## config.mk

```make
export PLATFORM = sky130hd
export DESIGN_NAME = ils_cell
export DESIGN_NICKNAME = d
export VERILOG_FILES = /design/src/ils_pkg.sv /design/src/ils_cell.sv
export SDC_FILE = /design/constraint.sdc
export NUM_CORES = 1
export LEC_CHECK = 0
export ABC_AREA = 1
export BUFFER_PORTS_ARGS = -buffer_cell sky130_fd_sc_hd__buf_2
export CELL_PAD_IN_SITES_DETAIL_PLACEMENT = 1
export CELL_PAD_IN_SITES_GLOBAL_PLACEMENT = 1
export CORE_MARGIN = 3
export CORE_UTILIZATION = 29
export CTS_CLUSTER_DIAMETER = 120
export DETAILED_ROUTE_END_ITERATION = 10
export PLACE_DENSITY_LB_ADDON = 0.05
export SLEW_MARGIN = 15
export SYNTH_ARGS = -nofsm -noshare
export SYNTH_HDL_FRONTEND = slang
export SYNTH_SLANG_ARGS = --single-unit
```

## constraint.sdc

```tcl
create_clock -name clk_i -period 1.6 [get_ports clk_i]
set_input_delay 0.32 -clock clk_i [delete_from_list [all_inputs] [get_ports clk_i]]
set_output_delay 0.32 -clock clk_i [all_outputs]
set_load 0.01 [all_outputs]
```

## src/ils_pkg.sv

```systemverilog
// Shared types and constants for the indexed list store.
package ils_pkg;

  localparam int unsigned CAPACITY_DEF = 64;
  localparam int unsigned OP_W = 3;
  localparam int unsigned POS_W = 7;
  localparam int unsigned WORD_W = 32;
  localparam int unsigned FPOS_W = 6;
  localparam int unsigned FILL_W = 7;

  typedef enum logic [OP_W-1:0] {
    OP_INSERT = 3'd0,
    OP_REMOVE = 3'd1,
    OP_GET    = 3'd2,
    OP_CLEAR  = 3'd3,
    OP_FIND   = 3'd4
  } op_e;

  typedef enum logic [1:0] {
    ST_OK      = 2'd0,
    ST_RANGE   = 2'd1,
    ST_FULL    = 2'd2,
    ST_MISSING = 2'd3
  } status_e;

  typedef enum logic [1:0] {
    S_IDLE = 2'd0,
    S_SCAN = 2'd1,
    S_FIN  = 2'd2
  } state_e;

  typedef struct packed {
    logic [OP_W-1:0]   operation;
    logic [POS_W-1:0]  position;
    logic [WORD_W-1:0] item_value;
  } in_t;

  typedef struct packed {
    logic [WORD_W-1:0] read_value;
    logic [FPOS_W-1:0] found_position;
    logic [1:0]        status;
    logic [FILL_W-1:0] fill_count;
  } out_t;

  typedef struct packed {
    logic              shift_up;
    logic              shift_down;
    logic [OP_W-1:0]   operation;
    logic [POS_W-1:0]  position;
    logic [WORD_W-1:0] item_value;
  } ctrl_t;

  typedef struct packed {
    logic              hit;
    logic [WORD_W-1:0] data;
    logic [FPOS_W-1:0] fpos;
  } carry_t;

endpackage

```

## src/ils_cell.sv

```systemverilog
// One list cell: holds an entry, shifts with its neighbors and forwards the scan carry.
module ils_cell import ils_pkg::*; #(
  parameter int unsigned CAPACITY = CAPACITY_DEF,
  parameter int unsigned INDEX    = 0
) (
  input  logic                         clk_i,
  input  logic                         rst_ni,
  input  ctrl_t                        ctrl_i,
  input  logic [$clog2(CAPACITY+1)-1:0] count_i,
  input  logic [WORD_W-1:0]            left_data_i,
  input  logic [WORD_W-1:0]            right_data_i,
  output logic [WORD_W-1:0]            data_o,
  input  carry_t                       carry_i,
  output carry_t                       carry_o
);

  localparam int unsigned CNTW = $clog2(CAPACITY+1);
  localparam int unsigned CMPW = ((CNTW > POS_W) ? CNTW : POS_W) + 1;

  logic [WORD_W-1:0] entry_q, entry_d;
  carry_t            carry_q, carry_d;
  logic [CMPW-1:0]   pos_x, idx_x, cnt_x;
  logic              hit;

  assign pos_x = CMPW'(ctrl_i.position);
  assign idx_x = CMPW'(INDEX);
  assign cnt_x = CMPW'(count_i);

  always_comb begin
    entry_d = entry_q;
    if (ctrl_i.shift_up) begin
      if (idx_x > pos_x) begin
        entry_d = left_data_i;
      end else if (idx_x == pos_x) begin
        entry_d = ctrl_i.item_value;
      end
    end else if (ctrl_i.shift_down) begin
      if (idx_x >= pos_x) begin
        entry_d = right_data_i;
      end
    end
  end

  always_comb begin
    case (op_e'(ctrl_i.operation))
      OP_GET:  hit = (idx_x == pos_x);
      OP_FIND: hit = (idx_x < cnt_x) && (entry_q == ctrl_i.item_value);
      default: hit = 1'b0;
    endcase
    carry_d = hit ? '{hit: 1'b1, data: entry_q, fpos: FPOS_W'(INDEX)} : carry_i;
  end

  always_ff @(posedge clk_i) begin
    entry_q <= entry_d;
  end

  always_ff @(posedge clk_i or negedge rst_ni) begin
    if (!rst_ni) begin
      carry_q <= '0;
    end else begin
      carry_q <= carry_d;
    end
  end

  assign data_o  = entry_q;
  assign carry_o = carry_q;

endmodule

```

==> results by group <==
Setup path
  – Worst-path maximum fanout: 16
  – FF-to-FF End: carry_o[33]
  – Critical Path End Type: register
  – Worst-case reg-to-reg path depth: 10
  – Reg2Reg Setup Slack: -0.03 ns
  – Worst Path Arrival: 1.90 ns
  – CP Launch Type: register
  – Req. time, crit path: 1.87 ns
  – Crit Path Class: reg -> reg
  – Reg2reg start: data_o[24]

Pwr
  – Sequential share of power: 41.9%
  – Peak supply drop: 0.452 mV
  – Internal: 3.68 mW
  – Overall power: 4.74 mW
  – Clock Power Share: 47.0%
  – P per Cell Area: 898 nW/um^2
  – Sw Ratio: 22.3%
  – Pleak: 2.75 nW
  – Share of power burned in combinational logic: 11.1%
  – P_sw: 1.06 mW

Cells and area
  – Most frequent cells in the layout: 194 x buf_2, 178 x nand2_1, 43 x buf_4
  – Fillers: 1375
  – Layout cells sized above 1: 43.8%
  – Area Growth Syn to Fin: 57.5%
  – Area of the multi-input gates: 1330 um^2
  – # nets final: 779
  – Leading cell type in the layout, fill and taps excluded: buf_2
  – Final Non-Filler Cells: 769
  – Register area: 1940 um^2

Yosys
  – Seq/Total Area, Yosys: 57.8%
  – Yosys reg bits: 71
  – Avg Cell Area, Syn: 8.72 um^2
  – Post-synthesis instance area: 3350 um^2
  – Synth Warn #: 0
  – Syn_nets: 540
  – Synth Instances: 384
  – Netlist cell types: 18

Detailed routing
  – 1st-pass router iterations: 5
  – Post-Route WL: 11.9 mm
  – Vias: 3447
  – Antenna viol nets, final: 0
  – Initial DRC count: 182
  – Routed vias/inst: 4.48
  – WL/cell: 15.5 um
  – Detailed-route DRC error count: 0

Placement
  – IO buf count: 194
  – Placed Cells: 747
  – Post-DP HPWL: 9.44 mm
  – Gp weighted congestion: 0.777
  – Place WS: -0.151 ns

Timing
  – F_max: 615 MHz
  – Worst relative slew slack: 70.3%
  – Endpoints failing hold: 0
  – Final setup margin: -0.0257 ns
  – Slew Limit Fails: 0
  – Final Skew: 0.00615 ns
  – Final setup viols: 30
  – Tcrit/Tclk final: 102%
  – Min Tclk post-route: 1.63 ns
  – Worst-margin pin slew: 0.445 ns
  – RSZ-0062 raised after global routing: true

Min path
  – Worst Hold Endpoint: carry_o[38]
  – Hold path cells: 2
  – Hold_sp: carry_i[38]
  – Worst hold path class: in -> reg

Floorplan
  – Site row count: 38
  – Initial core utilization: 30.2%
  – Die height: 113 um
  – IO Count: 227
  – Die width: 113 um
  – Area of the die: 12900 um^2
  – Core region area: 11100 um^2

Global routing
  – GRT Overall Usage: 18.8%
  – Remaining global-route overflow: 0
  – Largest net degree at the start of global routing: 26
  – Vias in the first global route: 3651
  – First-pass GRT wire length: 18.7 mm
  – Initial antenna violation count: 1

Clocking
  – Clock Root Buffer: clkbuf_16
  – # clock sinks: 71
  – CTS tree: built
  – Clock Path Buffers: 2
  – CTS Buf Count: 9
  – Clock Latency Late Sink: 0.34 ns
  – H-tree depth: 3
  – Worst-path clk slew: 0.06 ns

Outcome
  – Status: finished, violations left
  – Failing checks: setup timing

Run
  – Total of max-cap violations: 0
==> worst max-delay path: stages, from the launching register on <==
cell      delay (ns)
edfxtp_1        0.43
nand2_1         0.10
nand4_1         0.17
nor2_1          0.14
nand2_1         0.07
nor2_2          0.12
nand3_4         0.11
nand2_4         0.11
buf_12          0.16
nand2_1         0.07
nand2_1         0.06
==> flip-flops by register name, indices dropped and copies added, names as in the netlist <==
name	flops
data_o	32
carry_o	39
==> routing by layer <==
| layer | routed length [um] | part of all wire (%) | global-route usage (%) | vias to the layer above |
|---|---|---|---|---|
| li1 | - | - | - | 1693 |
| met1 | 5090 | 43 | 23.3 | 1613 |
| met2 | 5800 | 49 | 31.6 | 126 |
| met3 | 835 | 7.0 | 4.77 | 15 |
| met4 | 217 | 1.8 | 7.13 | 0 |
| met5 | 0 | 0 | 0 | - |
==> cells in the mapped netlist <==
cell type / n / share of area (%)
buf_1: 1 / 0.11
buf_2: 1 / 0.15
buf_6: 3 / 1.0
clkbuf_1: 12 / 1.3
dfrtp_1: 39 / 29
edfxtp_1: 32 / 29
inv_1: 21 / 2.4
nand2_1: 180 / 20
nand3_1: 35 / 5.2
nand3_2: 1 / 0.30
nand3b_1: 1 / 0.22
nand4_1: 3 / 0.56
nor2_1: 19 / 2.1
nor3_1: 2 / 0.30
nor4_2: 1 / 0.37
o21a_1: 1 / 0.22
o21ai_0: 6 / 0.90
xnor2_1: 26 / 6.8
==> kinds of logic (layout without fill, tap and decap cells) <==
family / after synthesis / count (layout) / synth area share (%)
and+or+nand+nor: 242 / 242 / 29.3
DFF: 71 / 71 / 57.8
buffers and inverters: 38 / 282 / 4.97
xor gates and xnor gates: 26 / 26 / 6.80
AOI/OAI and AO/OA: 7 / 7 / 1.12
other: 0 / 1 / 0
==> metrics by stage <==
step / hold WS [ns] / utilization [%] / instance area (um^2) / setup TNS, ns
2_1_floorplan: 0.0244 / - / 3350 / 0
3_3_place_gp: 0.271 / 43.5 / 4820 / -3.38
3_5_place_dp: 0.283 / 43.5 / 4820 / -4.79
4_1_cts: 0.172 / 46.9 / 5200 / -1.44
5_1_grt: 0.173 / 47.6 / 5280 / -5.25
6_report: 0.184 / 47.6 / 5280 / -0.334
==> worst max-delay path by stage <==
| stage | startpoint | end | slack [ns] | cells past startpoint |
|---|---|---|---|---|
| 6_report | data_o[24] | carry_o[33] | -0.03 | 10 |
| 2_1_floorplan | ctrl_i[37] | data_o[0] | 0.06 | 4 |
| 4_1_cts | data_o[20] | carry_o[10] | -0.06 | 10 |
| 3_3_place_gp | ctrl_i[20] | carry_o[15] | -0.10 | 11 |
| 3_5_place_dp | ctrl_i[20] | carry_o[10] | -0.15 | 11 |
| 5_1_grt | data_o[20] | carry_o[22] | -0.18 | 10 |
==> power by group through the flow <==
stage / clock network (mW) / registers [mW] / logic (mW)
global placement: 0 / 2.02 / 0.500
CTS: 2.30 / 1.99 / 0.530
detailed placement: 0 / 2.02 / 0.520
global route: 2.37 / 1.99 / 0.595
floorplan: 0 / 2.05 / 0.171
finish: 2.23 / 1.99 / 0.526
==> repair_timing <==
item	CTS	global route
endpoints found under the hold margin	14	0
endpoints found under the setup margin	39	39
hold buffers	1	0
buffers inserted	1	3
pin swaps	0	0
resized for setup	7	8
==> layout make-up <==
type / instances / share of cell area [%]
flip-flops and latches: 71 / 36.7
repair buffers: 245 / 27.0
multi-input cells: 275 / 25.1
clock buffers: 11 / 4.79
well taps: 140 / 3.32
inverters: 21 / 1.49
clock inverters: 5 / 1.47
diodes: 1 / 0.0474
No activity file was read; power rests on OpenSTA's default activity.
